File: config.mk
export PLATFORM = sky130hd
export DESIGN_NAME = midi_track_event_encoder_unit
export DESIGN_NICKNAME = d
export VERILOG_FILES = /design/src/sv/mte_pkg.sv /design/src/sv/mte_front.sv /design/src/sv/mte_queue.sv /design/src/sv/mte_back.sv /design/src/sv/midi_track_event_encoder_unit.sv
export SDC_FILE = /design/constraint.sdc
export NUM_CORES = 1
export LEC_CHECK = 0
export ABC_AREA = 1
export BUFFER_PORTS_ARGS = -buffer_cell sky130_fd_sc_hd__buf_2
export CELL_PAD_IN_SITES_DETAIL_PLACEMENT = 0
export CELL_PAD_IN_SITES_GLOBAL_PLACEMENT = 1
export CORE_MARGIN = 1
export CORE_UTILIZATION = 44
export CTS_CLUSTER_DIAMETER = 50
export DETAILED_ROUTE_END_ITERATION = 6
export PLACE_DENSITY = 0.83
export RECOVER_POWER = 25
export SYNTH_ARGS = -nofsm -noshare
export SYNTH_HDL_FRONTEND = slang
export SYNTH_HIERARCHICAL = 1
export SYNTH_SLANG_ARGS = --single-unit
File: constraint.sdc
create_clock -name clk_i -period 3.9 [get_ports clk_i]
set_clock_uncertainty 0.15 [all_clocks]
set_input_delay 0.78 -clock clk_i [delete_from_list [all_inputs] [get_ports clk_i]]
set_output_delay 0.78 -clock clk_i [all_outputs]
set_load 0.02 [all_outputs]
File: src/sv/mte_pkg.sv
// Shared types and constants for the MIDI track event encoder.
package mte_pkg;

  // Input kind, carried in tuser
  typedef enum logic [1:0] {
    ACT_DELAY = 2'd0,
    ACT_CHAN  = 2'd1,
    ACT_META  = 2'd2,
    ACT_RAW   = 2'd3
  } action_e;

  localparam int unsigned SlotCnt    = 7;
  localparam int unsigned DelayW     = 28;
  localparam logic [DelayW-1:0] DelayMax = 28'hFFF_FFFF;
  localparam logic [7:0] VlqCont     = 8'h80;
  localparam logic [7:0] MetaPrefix  = 8'hFF;

  // Byte slots in emission order:
  // 0..3 delay groups (high to low), 4 status/0xFF/raw, 5 first data/type, 6 second data/length
  localparam int unsigned SlotD3   = 0;
  localparam int unsigned SlotD2   = 1;
  localparam int unsigned SlotD1   = 2;
  localparam int unsigned SlotD0   = 3;
  localparam int unsigned SlotHead = 4;
  localparam int unsigned SlotArgA = 5;
  localparam int unsigned SlotArgB = 6;

  // One encoded event: candidate bytes plus mask of those that go out
  typedef struct packed {
    logic [SlotCnt-1:0][7:0] bytes;
    logic [SlotCnt-1:0]      mask;
  } desc_t;

endpackage

File: src/sv/mte_front.sv
// Front end: accepts events, keeps delay and running status, builds byte descriptors.
module mte_front (
  input  logic              clk_i,
  input  logic              rst_ni,
  input  logic              in_valid_i,
  output logic              in_ready_o,
  input  logic [1:0]        action_i,
  input  logic [79:0]       fields_i,
  output logic              push_o,
  output mte_pkg::desc_t    desc_o,
  input  logic              full_i
);
  import mte_pkg::*;

  logic [DelayW-1:0] pend_q, pend_d;
  logic [7:0]        status_q, status_d;

  logic [DelayW-1:0] delay_amount;
  logic [7:0]        status_byte;
  logic [1:0]        data_count;
  logic [6:0]        data_first, data_second;
  logic [7:0]        meta_type, meta_length, raw_byte;
  logic [DelayW:0]   sum;
  logic              accept;
  action_e           act;

  assign delay_amount = fields_i[27:0];
  assign status_byte  = fields_i[35:28];
  assign data_count   = fields_i[37:36];
  assign data_first   = fields_i[44:38];
  assign data_second  = fields_i[51:45];
  assign meta_type    = fields_i[59:52];
  assign meta_length  = fields_i[67:60];
  assign raw_byte     = fields_i[75:68];

  assign act        = action_e'(action_i);
  assign in_ready_o = !full_i;
  assign accept     = in_valid_i && !full_i;
  assign sum        = {1'b0, pend_q} + {1'b0, delay_amount};

  // Build descriptor and next state
  always_comb begin
    desc_o   = '0;
    pend_d   = pend_q;
    status_d = status_q;
    push_o   = 1'b0;

    // Variable-length delay groups, most significant first
    desc_o.bytes[SlotD3] = VlqCont | {1'b0, pend_q[27:21]};
    desc_o.bytes[SlotD2] = VlqCont | {1'b0, pend_q[20:14]};
    desc_o.bytes[SlotD1] = VlqCont | {1'b0, pend_q[13:7]};
    desc_o.bytes[SlotD0] = {1'b0, pend_q[6:0]};

    case (act)
      ACT_DELAY: begin
        if (accept) begin
          pend_d = sum[DelayW] ? DelayMax : sum[DelayW-1:0];
        end
      end
      ACT_CHAN: begin
        desc_o.mask[SlotD3]     = |pend_q[27:21];
        desc_o.mask[SlotD2]     = |pend_q[27:14];
        desc_o.mask[SlotD1]     = |pend_q[27:7];
        desc_o.mask[SlotD0]     = 1'b1;
        desc_o.bytes[SlotHead]  = status_byte;
        desc_o.mask[SlotHead]   = (status_byte != status_q);
        desc_o.bytes[SlotArgA]  = {1'b0, data_first};
        desc_o.mask[SlotArgA]   = (data_count != 2'd0);
        desc_o.bytes[SlotArgB]  = {1'b0, data_second};
        desc_o.mask[SlotArgB]   = data_count[1];
        push_o = accept;
        if (accept) begin
          pend_d   = '0;
          status_d = status_byte;
        end
      end
      ACT_META: begin
        desc_o.mask[SlotD3]     = |pend_q[27:21];
        desc_o.mask[SlotD2]     = |pend_q[27:14];
        desc_o.mask[SlotD1]     = |pend_q[27:7];
        desc_o.mask[SlotD0]     = 1'b1;
        desc_o.bytes[SlotHead]  = MetaPrefix;
        desc_o.mask[SlotHead]   = 1'b1;
        desc_o.bytes[SlotArgA]  = meta_type;
        desc_o.mask[SlotArgA]   = 1'b1;
        desc_o.bytes[SlotArgB]  = meta_length;
        desc_o.mask[SlotArgB]   = 1'b1;
        push_o = accept;
        if (accept) begin
          pend_d = '0;
        end
      end
      ACT_RAW: begin
        desc_o.bytes[SlotHead] = raw_byte;
        desc_o.mask[SlotHead]  = 1'b1;
        push_o = accept;
      end
      default: begin
        push_o = 1'b0;
      end
    endcase
  end

  // Delay accumulator and running status
  always_ff @(posedge clk_i or negedge rst_ni) begin
    if (!rst_ni) begin
      pend_q   <= '0;
      status_q <= '0;
    end else begin
      pend_q   <= pend_d;
      status_q <= status_d;
    end
  end

endmodule

File: src/sv/mte_queue.sv
// Small descriptor queue between the front end and the byte serializer.
module mte_queue #(
  parameter int unsigned Depth = 4
) (
  input  logic           clk_i,
  input  logic           rst_ni,
  input  logic           push_i,
  input  mte_pkg::desc_t push_data_i,
  output logic           full_o,
  output logic           pop_valid_o,
  output mte_pkg::desc_t pop_data_o,
  input  logic           pop_i
);
  import mte_pkg::*;

  localparam int unsigned PtrW = (Depth > 1) ? $clog2(Depth) : 1;
  localparam int unsigned CntW = $clog2(Depth + 1);

  desc_t             mem_q [Depth];
  logic [PtrW-1:0]   wr_ptr_q, wr_ptr_d, rd_ptr_q, rd_ptr_d;
  logic [CntW-1:0]   cnt_q, cnt_d;
  logic              do_push, do_pop;

  assign full_o      = (cnt_q == CntW'(Depth));
  assign pop_valid_o = (cnt_q != '0);
  assign pop_data_o  = mem_q[rd_ptr_q];
  assign do_push     = push_i && !full_o;
  assign do_pop      = pop_i && pop_valid_o;

  // Pointer and occupancy update
  always_comb begin
    wr_ptr_d = wr_ptr_q;
    rd_ptr_d = rd_ptr_q;
    cnt_d    = cnt_q;
    if (do_push) begin
      wr_ptr_d = (wr_ptr_q == PtrW'(Depth - 1)) ? '0 : wr_ptr_q + 1'b1;
    end
    if (do_pop) begin
      rd_ptr_d = (rd_ptr_q == PtrW'(Depth - 1)) ? '0 : rd_ptr_q + 1'b1;
    end
    if (do_push && !do_pop) begin
      cnt_d = cnt_q + 1'b1;
    end else if (do_pop && !do_push) begin
      cnt_d = cnt_q - 1'b1;
    end
  end

  always_ff @(posedge clk_i or negedge rst_ni) begin
    if (!rst_ni) begin
      wr_ptr_q <= '0;
      rd_ptr_q <= '0;
      cnt_q    <= '0;
    end else begin
      wr_ptr_q <= wr_ptr_d;
      rd_ptr_q <= rd_ptr_d;
      cnt_q    <= cnt_d;
    end
  end

  // Storage
  always_ff @(posedge clk_i) begin
    if (do_push) begin
      mem_q[wr_ptr_q] <= push_data_i;
    end
  end

endmodule

File: src/sv/mte_back.sv
// Back end: walks a descriptor's byte mask and sends one byte per cycle while the receiver is ready.
module mte_back (
  input  logic           clk_i,
  input  logic           rst_ni,
  input  logic           q_valid_i,
  input  mte_pkg::desc_t q_data_i,
  output logic           q_pop_o,
  output logic           out_valid_o,
  input  logic           out_ready_i,
  output logic [7:0]     out_byte_o,
  output logic           out_last_o
);
  import mte_pkg::*;

  logic [SlotCnt-1:0][7:0] bytes_q, bytes_d;
  logic [SlotCnt-1:0]      rem_q, rem_d, sel, rem_after;
  logic                    vld_q, vld_d, last_q, last_d;
  logic [7:0]              byte_q, byte_d, pick;
  logic                    active, can_load, emit, take;

  assign active    = (rem_q != '0);
  assign can_load  = !vld_q || out_ready_i;
  assign emit      = active && can_load;
  assign sel       = rem_q & (~rem_q + 1'b1);
  assign rem_after = rem_q & ~sel;
  assign take      = q_valid_i && (!active || (emit && (rem_after == '0)));
  assign q_pop_o   = take;

  // Select the byte of the lowest pending slot
  always_comb begin
    pick = '0;
    for (int i = 0; i < SlotCnt; i++) begin
      pick = pick | (bytes_q[i] & {8{sel[i]}});
    end
  end

  // Next descriptor and output register
  always_comb begin
    bytes_d = bytes_q;
    rem_d   = rem_q;
    vld_d   = vld_q;
    byte_d  = byte_q;
    last_d  = last_q;
    if (can_load) begin
      vld_d = active;
    end
    if (emit) begin
      byte_d = pick;
      last_d = (rem_after == '0);
      rem_d  = rem_after;
    end
    if (take) begin
      bytes_d = q_data_i.bytes;
      rem_d   = q_data_i.mask;
    end
  end

  always_ff @(posedge clk_i or negedge rst_ni) begin
    if (!rst_ni) begin
      rem_q <= '0;
      vld_q <= 1'b0;
    end else begin
      rem_q <= rem_d;
      vld_q <= vld_d;
    end
  end

  always_ff @(posedge clk_i) begin
    bytes_q <= bytes_d;
    byte_q  <= byte_d;
    last_q  <= last_d;
  end

  assign out_valid_o = vld_q;
  assign out_byte_o  = byte_q;
  assign out_last_o  = last_q;

endmodule

File: src/sv/midi_track_event_encoder_unit.sv
// Top level of the MIDI track event encoder (running status, variable-length delays).
//
// Input stream: one word per event; tuser carries the event kind (add delay, channel
// event, meta header, raw byte), tdata the event fields. Output stream: one encoded
// track byte per word, tlast marking the final byte caused by an event.
// A delay word only adds to the pending delay (saturating at 2^28-1) and produces no
// output. Channel and meta events first send the pending delay as 1..4 VLQ bytes;
// a channel status byte is sent only when it differs from the running status.
// Throughput: the input takes one word per cycle while the descriptor queue has room;
// the output sends one byte per cycle while the receiver is ready; an event has 1 to 7
// bytes. Bytes pass the queue, the back end's descriptor register and the output
// register. The queue (QUEUE_DEPTH events) and the output register let the input
// keep flowing while the receiver stalls; when the queue fills, s_axis_tready_o drops.
// Reset clears the pending delay, the running status (to zero) and all queued events.
module midi_track_event_encoder_unit #(
  parameter int unsigned QUEUE_DEPTH = 4
) (
  input  logic        clk_i,
  input  logic        rst_ni,
  input  logic        s_axis_tvalid_i,
  output logic        s_axis_tready_o,
  // [27:0] delay_amount, [35:28] status_byte, [37:36] data_count, [44:38] data_first,
  // [51:45] data_second, [59:52] meta_type, [67:60] meta_length, [75:68] raw_byte,
  // [79:76] zero
  input  logic [79:0] s_axis_tdata_i,
  // [1:0] action
  input  logic [1:0]  s_axis_tuser_i,
  output logic        m_axis_tvalid_o,
  input  logic        m_axis_tready_i,
  // [7:0] out_byte
  output logic [7:0]  m_axis_tdata_o,
  // last_of_run
  output logic        m_axis_tlast_o
);
  import mte_pkg::*;

  desc_t fr_desc, q_desc;
  logic  fr_push, q_full, q_valid, q_pop;

  mte_front u_front (
    .clk_i      (clk_i),
    .rst_ni     (rst_ni),
    .in_valid_i (s_axis_tvalid_i),
    .in_ready_o (s_axis_tready_o),
    .action_i   (s_axis_tuser_i),
    .fields_i   (s_axis_tdata_i),
    .push_o     (fr_push),
    .desc_o     (fr_desc),
    .full_i     (q_full)
  );

  mte_queue #(
    .Depth (QUEUE_DEPTH)
  ) u_queue (
    .clk_i       (clk_i),
    .rst_ni      (rst_ni),
    .push_i      (fr_push),
    .push_data_i (fr_desc),
    .full_o      (q_full),
    .pop_valid_o (q_valid),
    .pop_data_o  (q_desc),
    .pop_i       (q_pop)
  );

  mte_back u_back (
    .clk_i       (clk_i),
    .rst_ni      (rst_ni),
    .q_valid_i   (q_valid),
    .q_data_i    (q_desc),
    .q_pop_o     (q_pop),
    .out_valid_o (m_axis_tvalid_o),
    .out_ready_i (m_axis_tready_i),
    .out_byte_o  (m_axis_tdata_o),
    .out_last_o  (m_axis_tlast_o)
  );

endmodule

# Word level (Yosys, flattened, before mapping)
# Memory sizes are Yosys's and may differ from the RTL's.
# Index checks and enable logic that the tools add are counted.
# op_classes
n_eq_ne,9
mux,18
bitwise_logic,17
n_addsub,6
n_reduce_logical,31
# ops
operator,count
$mux W28,3
$and A8 B8 Y8,7
$pmux W28 S2,1
$or A8 B8 Y8,6
$pmux W16 S2,1
$add A28 B28 Y29,1
$pmux W8 S3,1
$reduce_or A21 Y1,1
$and A7 B7 Y7,2
$mux W7,2
$not A7 Y7,2
$reduce_or A14 Y1,1
$eq A2 B2 Y1 const B,4
$logic_and A1 B1 Y1,8
$ne A8 B8 Y1,1
$reduce_bool A2 Y1,4
$add A7 B1 Y7 const B,1
$logic_not A7 Y1,1
$reduce_bool A7 Y1,1
$reduce_or A7 Y1,1
$mux W3,2
$logic_not A1 Y1,5
$add A2 B1 Y2 const B,2
$mux W2,2
other kinds (16),21
# word_totals
mem_bits_rw,236
reg_bits,116
out_inout_bits,11
mem_count,1
inputBits,86
word_cells,98
# memory_table
name,depth,width,read_ports,rd_ports_with_merged_regs,wr,line_no,rtl
u_queue.mem_q,4,59,1,0,1,mte_queue.sv:19,desc_t mem_q [Depth];

# Longest topological paths before layout
# Gate-level depths: netlist of run 1.
# depth
word_depth,13
ltp_mapped,17
depth_no_buf,16

# Hierarchy
# Netlist of run 1, hierarchy kept.
# by_module_without_submodules
mod,area_each_um2,n_inst,seq_area_each_um2,cells_each
mte_queue,10602.7,1,7742.4,794
mte_front,4409.2,1,900.9,735
mte_back,2900.3,1,2152.1,233

# Least setup slack after synthesis of run 1
# Ideal clock, no wire load.
# synth_path
kind,input to register
from,in s_axis_tuser_i[0]
to,"mem u_queue/mem_q[0][0] (netlist bit), enable pin"
n_path_buf,0
path_stages,5
setup_slack_ns,-0.751
arrival_ns,4.016
t_required_ns,3.265
setup_time_ns,0.485
cell_sequence,inv_1 -> ha_1 -> nor2_1 -> nand2_1 -> nor2_1
# synth_via
elab_chain_len,6
word_cells_on_any_way,8
classes_between,3 x eq/ne; 3 x mux; 2 x reduce/logical
# synth_lines
element,line_no,rtl
start: declaration,midi_track_event_encoder_unit.sv:27,"input logic [1:0] s_axis_tuser_i,"
$eq A2 B2 Y1 / $eq A2 B1 Y1 (equally long branches),mte_front.sv:54,case (act)
$reduce_or A3 Y1 (no source line) (*),-,
$mux W1 (*),mte_front.sv:54,
named net fr_push,midi_track_event_encoder_unit.sv:38,"logic fr_push, q_full, q_valid, q_pop;"
$logic_and A1 B1 Y1 (*),mte_queue.sv:27,assign do_push = push_i && !full_o;
$mux W1 (*),mte_queue.sv:62,if (do_push) begin
$mux W1 (implied by the code) (*),mte_queue.sv:63,mem_q[wr_ptr_q] <= push_data_i;
end: declaration,mte_queue.sv:19,
# Mark *: on every way through the listed nets, which the timed path passes. The rest lies on a longest branch.

# Final worst setup path of run 1
# layout_path
from,reg u_back.rem_q[0]
to,reg u_back.rem_q[4]
# layout_via
elab_chain_len,10
word_cells_on_any_way,15
classes_between,1 x add/sub; 2 x mux; 4 x bitwise; 8 x reduce/logical
# layout_lines
element,line_no,rtl
start: declaration,mte_back.sv:16,"logic [SlotCnt-1:0] rem_q, rem_d, sel, rem_after;"
start signal: assignment,mte_back.sv:63,rem_q <= rem_d;
$not A7 Y7,mte_back.sv:24,assign sel = rem_q & (~rem_q + 1'b1);
$add A7 B1 Y7,mte_back.sv:24,
$and A7 B7 Y7,mte_back.sv:24,
$not A7 Y7,mte_back.sv:25,assign rem_after = rem_q & ~sel;
$and A7 B7 Y7,mte_back.sv:25,
$logic_not A7 Y1,mte_back.sv:26,assign take = q_valid_i && (!active || (emit && (rem_after == '0)));
$logic_and A1 B1 Y1,mte_back.sv:26,
$logic_or A1 B1 Y1 (*),mte_back.sv:26,
$logic_and A1 B1 Y1 (*),mte_back.sv:26,
named net q_pop,midi_track_event_encoder_unit.sv:38,
$mux W7 / $reduce_bool A2 Y1 (equally long branches),-,
# Mark *: on every way through the listed nets, which the timed path passes. The rest lies on a longest branch. The select of a mux whose other input is x is not followed.
# A chain may end at the register's enable or synchronous reset.

==> results.toml, run 1 <==
[drt]
routed_wl_microns = 38800
via_per_inst = 5.01
drt_iter0_markers = 719
wl_per_cell_microns = 16.1
antenna_left = 0
drc = 0
dr.pass1.iters = 6
vias = 12070

[place]
port_buffers = 92
preCtsSetupSlack_ns = 0.749
post-dp-hpwl_microns = 25500
dp_cells = 2336
place_congestion = 0.888

[synthesis]
netlist_area_sq_mm = 0.0179
ys_async_sr_fraction = 0.139
yosysTopAreaCell = "edfxtp_1"
ys_seq_area_frac = 0.603
ys_ff_latch = 368
synth.area.top_cells = "edfxtp_1 (53%), nand2_1 (12%), dfrtp_1 (7.1%)"
avgSynthCellArea_sq_um = 10.2
yosysMostFrequentCell = "nand2_1"
synth_edf_count = 317
synth_ff_type = "edfxtp_1"
syn_inst = 1762
ys_types = 50
yosysTopAreaCellShare = 0.531
ys_top_cells_by_count = "nand2_1 (577), edfxtp_1 (317), inv_1 (276)"
yosys_warnings = 6

[worst_setup_path]
worstRegToRegCells = 10
crit_path_max_fanout = 65
crit_path_end_kind = "flip-flop"
worst-endpoint-arrival_ns = 3.30
crit_type = "flip-flop to flip-flop"
start_kind = "flip-flop"
required_ns = 4.22

[sta]
final.setup.worst_slack_ns = 0.918
rsz0062_at_grt = "no"
fin_crit_sh = 0.765
worst_pin_slew_ns = 1.60
period_minus_slack_ns = 2.98
whs_ns = 0.281
max_slew_margin = -0.0691
finalSetupViolCount = 0
drv_slew = 24
fmax_mhz = 335
fin_tns_setup_ns = 0
hold_viol_final = 0

[floorplan]
die_w_microns = 204
ios = 97
floorplan.die_area_sq_mm = 0.0415
num_rows = 73
initial_utilization = 0.449
fp.dieH_microns = 204
core-area_sq_mm = 0.0399

[hold_path]
hold_path_depth = 2
worstHoldPathType = "input pin to flip-flop"

[cells_and_area]
drive_gt1_frac = 0.143
insertedDiodeCount = 0
instances_no_fill = 2410
fill_cells = 3516
syn2layout_area_growth_pct = 12.7
nets = 1983

[status]
status = "finished, violations left"
violations = "max-capacitance violations, max-slew violations"

[clock_tree]
worstSkewPairLatency_ns = 0.54
ctsHoldBuffers = 0
cts.clk_slew.worst_paths_ns = 0.06
postCtsSetupRepairBufs = 0
htree_levels = 2
cts_buffers = 42
root_buffer = "clkbuf_16"
cts_buffer_depth = 3
cts_sinks = 368
cts_tree = "built"
cts_resized = 0

[grt]
grt_pass1_wl_microns = 61000
grt_antenna_before_repair = 0
grt_pass1_vias = 11533
grt_max_degree = 96
grt_overflow = 0
track_usage = 0.191

[job]
maxCapViolations = 1

[power_and_ir_drop]
p_leak_nw = 8.73
ir_drop_v = 0.000385
p_per_area_mw_per_mm2 = 722
total_power_mw = 14.6
-- placed cells by master (no fill, tap or decap), types with 3 or more instances in the layout --
cell,netlist,layout
nand2_1,577,577
edfxtp_1,317,317
inv_1,276,276
o211ai_1,93,93
buf_2,29,90
nor2_1,79,75
nand3_1,56,57
dfrtp_1,51,49
clkbuf_16,0,42
a21oi_1,40,40
ha_1,40,40
o211ai_2,33,33
clkbuf_1,9,15
xnor2_1,15,15
o21ai_0,12,12
nand3_2,11,11
inv_2,11,11
nand2_2,9,9
buf_4,8,8
nor2_4,4,8
a221o_1,8,8
clkinv_1,3,7
nor2_2,7,7
o2111ai_1,7,7
nand4_1,7,7
clkinvlp_4,0,6
buf_12,1,6
a21oi_2,4,4
mux2_2,4,4
nor4_1,4,4
or2_2,4,4
conb_1,2,4
bufinv_16,0,3
inv_8,0,3
nand3b_1,3,3
-- stage by stage --
stage / area [sq um] / utilization
finish: 20200 / 0.506
global route: 20200 / 0.506
CTS: 20200 / 0.507
detailed placement: 18900 / 0.473
global placement: 18900 / 0.473
floorplan: 17900 / -
-- final timing paths --
kind / from / end / slack (ns)
worst max-delay path: u_back/rem_q[0] / u_back/rem_q[4] / 0.92
worst min-delay path: m_axis_tready_i / u_back/out_valid_o / 0.28
worst max register to register: u_back/rem_q[0] / u_back/rem_q[4] / 0.92
worst min register to register: u_queue/cnt_q[2] / u_queue/cnt_q[2] / 0.35
max in group asynchronous: rst_ni / u_front/pend_q[0] / 1.49
min in group asynchronous: rst_ni / u_back/out_valid_o / 0.48
-- registers in the layout (all words and copies together) (netlist names) --
name	cells
u_front/pend_q	28
u_queue/rd_ptr_q	2
u_queue/wr_ptr_q	2
u_back/out_byte_o	8
u_back/out_valid_o	1
u_back/rem_q	7
u_back/out_last_o	1
u_back/bytes_q	56
u_queue/cnt_q	3
u_queue/mem_q	252
u_front/status_q	8
-- cell type report --
| type | count | area [sq um] | share of cell area |
|---|---|---|---|
| multi-input combinational | 1042 | 5630 | 0.279 |
| sequential | 368 | 10800 | 0.535 |
| tap | 525 | 657 | 0.0325 |
| inverter | 291 | 1090 | 0.0542 |
| clock buffer | 53 | 1110 | 0.0551 |
| timing repair buffer | 110 | 653 | 0.0323 |
| clock inverter | 21 | 246 | 0.0122 |
-- metal layers --
| layer | track usage | wire length, microns | up-vias | share of wire |
|---|---|---|---|---|
| met2 | 0.320 | 18600 | 230 | 0.48 |
| met1 | 0.260 | 17900 | 5786 | 0.46 |
| li1 | - | - | 6000 | - |
| met5 | 0 | 0 | - | 0 |
| met4 | 0.0518 | 792 | 0 | 0.020 |
| met3 | 0.0235 | 1500 | 54 | 0.039 |
-- logic make-up (layout without fill, tap and decap cells) --
family,Yosys count,after routing,share of synthesized area
AND/OR/NAND/NOR,770,770,0.181
flip-flops,368,368,0.603
buffers and inverters,354,475,0.0846
AO/OA/AOI/OAI,205,205,0.0902
adder cells (fa/ha/maj),42,42,0.0302
XOR/XNOR,17,17,0.00831
multiplexers,4,4,0.00251
other,2,4,0.000419
-- worst max-delay path: stages (launching register included) --
cell,delay [ns]
dfrtp_1,0.53
nor2_4,0.36
nand3_1,0.25
nand2_1,0.11
nand2_1,0.07
nor2_2,0.15
nand2_2,0.08
nand2_4,0.07
buf_4,0.68
nand2_1,0.24
a21oi_1,0.19
-- power by group --
part	internal [mW]	leakage [nW]	total, mW	switching [mW]
clock network	2.26	0.640	3.83	1.57
registers	5.47	3.55	6.16	0.696
logic	1.55	4.54	4.59	3.04
Power figures use the tool's default switching activity.
==> run 2, diff against run 1 <==
==> constraint.sdc (replaced) <==
create_clock -name clk_i -period 2.45 [get_ports clk_i]
set_clock_uncertainty 0.15 [all_clocks]
set_input_delay 0.49 -clock clk_i [delete_from_list [all_inputs] [get_ports clk_i]]
set_output_delay 0.49 -clock clk_i [all_outputs]
set_load 0.02 [all_outputs]
==> run 2 against run 1 <==
  * The run now ends clean
  * Global-route usage grew 0.45 points
  * First-iteration DRC count grew 9.7%
  * Critical path depth increased by 3
  * Die area is the same
  * Clock power is 69% higher
  * Worst setup slack lost 0.85 ns
  * Worst hold slack got worse by 0.26 ns
  * Final cell count is 2.4% higher
  * Design area up 3.7%
  * Wire length grew 3.2%
  * Critical endpoint is now u_queue/cnt_q[1]
==> results.toml, run 2 (same netlist as run 1, synthesis figures left out) <==
[status]
status = "complete, no violations"

[cells_and_area]
multi_input_area_sq_mm = 0.00574
instances_no_fill = 2467
fill_cells = 3451
top_register = "u_queue/mem_q"
final_common_cell = "nand2_1"
final_cell_mix = "nand2_1 (572), edfxtp_1 (317), inv_1 (272), o211ai_1 (93), buf_2 (90)"
seqCellArea_sq_mm = 0.0108
largest_reg_flops = 252
finalCoreUtilization = 0.525
reg_top3 = "u_queue/mem_q x252, u_back/bytes_q x56, u_front/pend_q x28"
postLayoutCellArea_sq_mm = 0.0209
syn2layout_area_growth_pct = 16.9
insertedDiodeCount = 0
drive_gt1_frac = 0.171
nets = 2036

[drt]
antenna_left = 0
routed_wl_microns = 40000
drt_iter0_markers = 789
via_per_inst = 5.00
dr.pass1.iters = 5
wl_per_cell_microns = 16.2
vias = 12342
drc = 0

[clock_tree]
cts.clk_slew.worst_paths_ns = 0.06
worstSkewPairLatency_ns = 0.55
cts_buffer_depth = 3
cts_tree = "built"
cts_sinks = 368
htree_levels = 2
cts_buffers = 42
root_buffer = "clkbuf_16"

[power_and_ir_drop]
p_leak_nw = 9.09
comb_power_share = 0.349
p_per_area_mw_per_mm2 = 1170
ir_drop_v = 0.000502
intPower_mw = 15.6
p_sw_mw = 8.97
switching_share = 0.366
p_clk_frac = 0.263
seqPwrFrac = 0.387

[floorplan]
ios = 97
floorplan.die_area_sq_mm = 0.0415
initial_utilization = 0.449
fp.dieH_microns = 204
num_rows = 73
core-area_sq_mm = 0.0399
die_w_microns = 204

[worst_setup_path]
worst-endpoint-arrival_ns = 2.66
start_kind = "flip-flop"
crit_type = "flip-flop to flip-flop"
crit_path_max_fanout = 8
worstRegToRegCells = 13
crit_path_end_kind = "flip-flop"
required_ns = 2.74

[sta]
finalSetupViolCount = 0
fin_tns_setup_ns = 0
worst_pin_slew_ns = 1.38
rsz0062_at_grt = "yes"
fin_crit_sh = 0.971
fmax_mhz = 421
drv_slew = 0
max_slew_margin = 0.0822
hold_viol_final = 0
period_minus_slack_ns = 2.38

[hold_path]
worstHoldPathType = "input pin to flip-flop"
hold_path_depth = 2

[grt]
track_usage = 0.195
grt_antenna_before_repair = 0
grt_pass1_vias = 11988
grt_overflow = 0
grt_max_degree = 66
grt_pass1_wl_microns = 63000

[job]
maxCapViolations = 0

[place]
placed_cell_area_sq_mm = 0.0194
post-dp-hpwl_microns = 27200
place_congestion = 0.895
dp_cells = 2384
port_buffers = 92
[run 2: cell types whose count changed in the layout (fill, tap and decap cells not counted), sizes merged]
cell	delta
clkinvlp	-3
bufinv	+2
clkbuf	+12
inv	-1
buf	+37
clkinv	+9
dlygate4sd3	+1
[run 2: metrics by stage]
| step | hold slack [ns] | setup slack, ns | power, mW |
|---|---|---|---|
| CTS | 0.0102 | 0.0426 | 24.7 |
| detailed placement | 0.351 | -0.0805 | 18.2 |
| finish | 0.0234 | 0.0721 | 24.5 |
| floorplan | 0.0444 | -0.0748 | 15.4 |
| global placement | 0.332 | -0.0255 | 18.0 |
| global route | 0.0157 | -0.0404 | 26.0 |
[run 2: what timing repair did]
item | in CTS | in global routing
gates resized for setup | 0 | 7
setup buffers | 0 | 3
endpoints found under the setup margin | 0 | 3
hold endpoints to repair | 15 | 0
hold buffers | 1 | 0
[run 2: cell type report]
| type | count | share of cell area |
|---|---|---|
| clock inverters | 28 | 0.0173 |
| multi-input cells | 1042 | 0.274 |
| clock buffers | 50 | 0.0531 |
| flip-flops and latches | 368 | 0.516 |
| repair buffers | 163 | 0.0559 |
| inverters | 291 | 0.0525 |
| well taps | 525 | 0.0314 |
[run 2: layer usage]
metal  vias to the layer above  share of wire  track usage
li1                       6116              -            -
met1                      5925           0.46        0.268
met2                       254           0.49        0.325
met3                        47          0.041       0.0211
met4                         0          0.018       0.0577
met5                         -              0            0
[run 2: power groups by stage]
stage | logic, mW | clock network (mW) | registers [mW]
after global routing | 9.54 | 6.83 | 9.64
after floorplan | 5.92 | 0 | 9.45
final | 8.57 | 6.46 | 9.50
after global placement | 8.38 | 0 | 9.58
after CTS | 8.59 | 6.58 | 9.52
after detailed placement | 8.54 | 0 | 9.63
[run 2: worst paths after layout]
check,from,endpoint,slack (ns)
setup reg to reg,u_back/rem_q[1],u_queue/cnt_q[1],0.07
hold / removal,m_axis_tready_i,u_back/out_valid_o,0.02
max in group asynchronous,rst_ni,u_front/status_q[0],0.49
hold reg to reg,u_front/status_q[1],u_front/status_q[1],0.36
min in group asynchronous,rst_ni,u_front/pend_q[11],0.64
setup / recovery,u_back/rem_q[1],u_queue/cnt_q[1],0.07
[run 2: worst max-delay path, stage by stage, from the launching register on]
cell and delay (ns):
dfrtp_1 0.44, nor2_4 0.26, nand3_2 0.10, nand2_1 0.11, nand2_2 0.08, nor2_4 0.11
nand2_2 0.09, nand2_8 0.09, nand2_8 0.07, ha_4 0.18, inv_4 0.05, fa_1 0.40
nand2_1 0.07, o21ai_1 0.06
==> run 3, diff against run 2 <==
--- a/config.mk
+++ b/config.mk
@@ -9,7 +9,7 @@
 export BUFFER_PORTS_ARGS = -buffer_cell sky130_fd_sc_hd__buf_2
 export CELL_PAD_IN_SITES_DETAIL_PLACEMENT = 0
 export CELL_PAD_IN_SITES_GLOBAL_PLACEMENT = 1
-export CORE_MARGIN = 1
+export CORE_MARGIN = 10
 export CORE_UTILIZATION = 44
 export CTS_CLUSTER_DIAMETER = 50
 export DETAILED_ROUTE_END_ITERATION = 6
==> run 3 against run 2 <==
  * Largest power group unchanged
  * Register-to-register slack better by 0.02 ns
  * Wire length is 0.98% higher
  * Design area is 0.13% higher
  * Worst setup slack better by 0.018 ns
  * Clock power is 3% lower
  * Non-clock buffer count is 3 higher
  * Global-route usage is 3.4 points lower
  * Clock-buffer cell count is 13 higher
==> results.toml, run 3 (same netlist as run 1, synthesis figures left out) <==
[drt]
drc = 0
dr.pass1.iters = 5
drt_iter0_markers = 933
wl_per_cell_microns = 16.3
routed_wl_microns = 40400
via_per_inst = 4.95
antenna_left = 0
vias = 12239

[sta]
fin_crit_sh = 0.963
rsz0062_at_grt = "yes"
max_slew_margin = 0.0526
final.setup.worst_slack_ns = 0.0905
whs_ns = 0.0918
hold_viol_final = 0
worst_pin_slew_ns = 1.42
finalSetupViolCount = 0
period_minus_slack_ns = 2.36
fmax_mhz = 424
drv_slew = 0

[floorplan]
fp.dieH_microns = 222
core-area_sq_mm = 0.0400
ios = 97
initial_utilization = 0.448
num_rows = 73
floorplan.die_area_sq_mm = 0.0492
die_w_microns = 222

[power_and_ir_drop]
p_sw_mw = 8.77
p_per_area_mw_per_mm2 = 1160
p_leak_nw = 9.10
seqPwrFrac = 0.392
p_clk_frac = 0.259
ir_drop_v = 0.000553
intPower_mw = 15.5
comb_power_share = 0.348
switching_share = 0.362

[cells_and_area]
insertedDiodeCount = 0
top_register = "u_queue/mem_q"
fill_cells = 3491
reg_top3 = "u_queue/mem_q x252, u_back/bytes_q x56, u_front/pend_q x28"
syn2layout_area_growth_pct = 17.0
seqCellArea_sq_mm = 0.0108
drive_gt1_frac = 0.174
nets = 2041
final_cell_mix = "nand2_1 (570), edfxtp_1 (317), inv_1 (272), o211ai_1 (93), buf_2 (90)"
final_common_cell = "nand2_1"
multi_input_area_sq_mm = 0.00574
largest_reg_flops = 252

[hold_path]
min_delay_worst_endpoint = "u_front/status_q[6]"
hold_path_depth = 2
min_from = "s_axis_tdata_i[34]"
worstHoldPathType = "input pin to flip-flop"

[place]
port_buffers = 92
preCtsSetupSlack_ns = -0.0835
place_congestion = 0.862
post-dp-hpwl_microns = 28000

[worst_setup_path]
worst-endpoint-arrival_ns = 2.62
crit_path_end_kind = "flip-flop"
crit_path_max_fanout = 7
worst_path_max_delay_cell = "dfrtp_2"
cp.depth = 13
critPathMostFrequentCell = "nand2_2"
worstRegToRegCells = 13
regToRegEndpoint = "u_queue/cnt_q[1]"
cp_cell_sequence = "nor2_4 -> nand3_2 -> nand2_2 -> nand2_2 -> nor2_2 -> nand2_2 -> nand2_8 -> nand2_8 -> ha_4 -> inv_2 -> fa_1 -> nand2_1 -> o21ai_1"
rr_startpoint = "u_back/rem_q[1]"
rrSetupSlack_ns = 0.09
crit_family = "simple AND/OR/NAND/NOR gates"
crit_type = "flip-flop to flip-flop"
slowest_delay_ns = 0.44
start_kind = "flip-flop"
path_buf_inv = 1
required_ns = 2.71

[grt]
grt_antenna_before_repair = 0
grt_max_degree = 77
grt_pass1_wl_microns = 64500
track_usage = 0.161
grt_overflow = 0
grt_pass1_vias = 12120

[clock_tree]
worstSkewPairLatency_ns = 0.54
cts.clk_slew.worst_paths_ns = 0.06
cts_sinks = 368
cts_buffers = 44
root_buffer = "clkbuf_16"
cts_tree = "built"
htree_levels = 2
cts_buffer_depth = 3

[status]
status = "complete, no violations"

[job]
maxCapViolations = 0
-- run 3: cell count changes in the layout (fill, tap and decap cells not counted), sizes merged --
cell,change
bufinv,-3
clkbuf,+10
dlygate4sd3,+1
buf,+5
clkinvlp,-2
clkinv,-4
inv,-1
-- run 3: how the worst max path moves through the flow --
stage | end | startpoint | slack [ns]
2_1_floorplan | u_queue/mem_q[0][0] | u_queue/cnt_q[0] | -0.07
3_3_place_gp | u_front/pend_q[25] | s_axis_tdata_i[0] | -0.02
3_5_place_dp | u_front/pend_q[25] | s_axis_tdata_i[0] | -0.08
4_1_cts | u_queue/cnt_q[1] | u_back/rem_q[1] | 0.003
5_1_grt | u_queue/cnt_q[1] | u_back/rem_q[1] | -0.04
6_report | u_queue/cnt_q[1] | u_back/rem_q[1] | 0.09
-- run 3: final cells by class --
class	count	area share
Clock buffer	63	0.0597
Clock inverter	18	0.00901
Inverter	291	0.0523
Multi-Input combinational cell	1042	0.274
Sequential cell	368	0.515
Tap cell	525	0.0313
Timing Repair Buffer	166	0.0584
-- run 3: routing by layer --
| layer | global-route usage | up-vias | share of wire |
|---|---|---|---|
| li1 | - | 6123 | - |
| met1 | 0.214 | 5818 | 0.45 |
| met2 | 0.272 | 249 | 0.49 |
| met3 | 0.0220 | 49 | 0.049 |
| met4 | 0.0402 | 0 | 0.016 |
| met5 | 0 | - | 0 |
-- run 3: per-stage QoR --
stage / TNS [ns] / instance area (sq um) / total power [mW] / std cells / util
after floorplan: -14.68 / 18000 / 15.4 / 1764 / -
after global placement: -0.0351 / 19500 / 17.9 / 2384 / 0.487
after detailed placement: -0.776 / 19500 / 18.1 / 2384 / 0.487
after CTS: 0 / 21000 / 24.4 / 2468 / 0.524
after global routing: -0.0440 / 21000 / 25.8 / 2473 / 0.524
final: 0 / 21000 / 24.2 / 2473 / 0.524
-- run 3: timing repair --
item	4_1_cts	5_1_grt
pin swaps	1	8
setup buffers	1	5
endpoints found under the setup margin	1	3
hold buffers	2	0
resized for setup	1	10
hold endpoints to repair	19	0
-- run 3: power by group through the flow --
stage          sequential (mW)  combinational, mW  clock [mW]
2_1_floorplan             9.45               5.92           0
3_3_place_gp              9.58               8.28           0
3_5_place_dp              9.63               8.47           0
4_1_cts                   9.53               8.52        6.40
5_1_grt                   9.67               9.47        6.66
6_report                  9.51               8.44        6.29
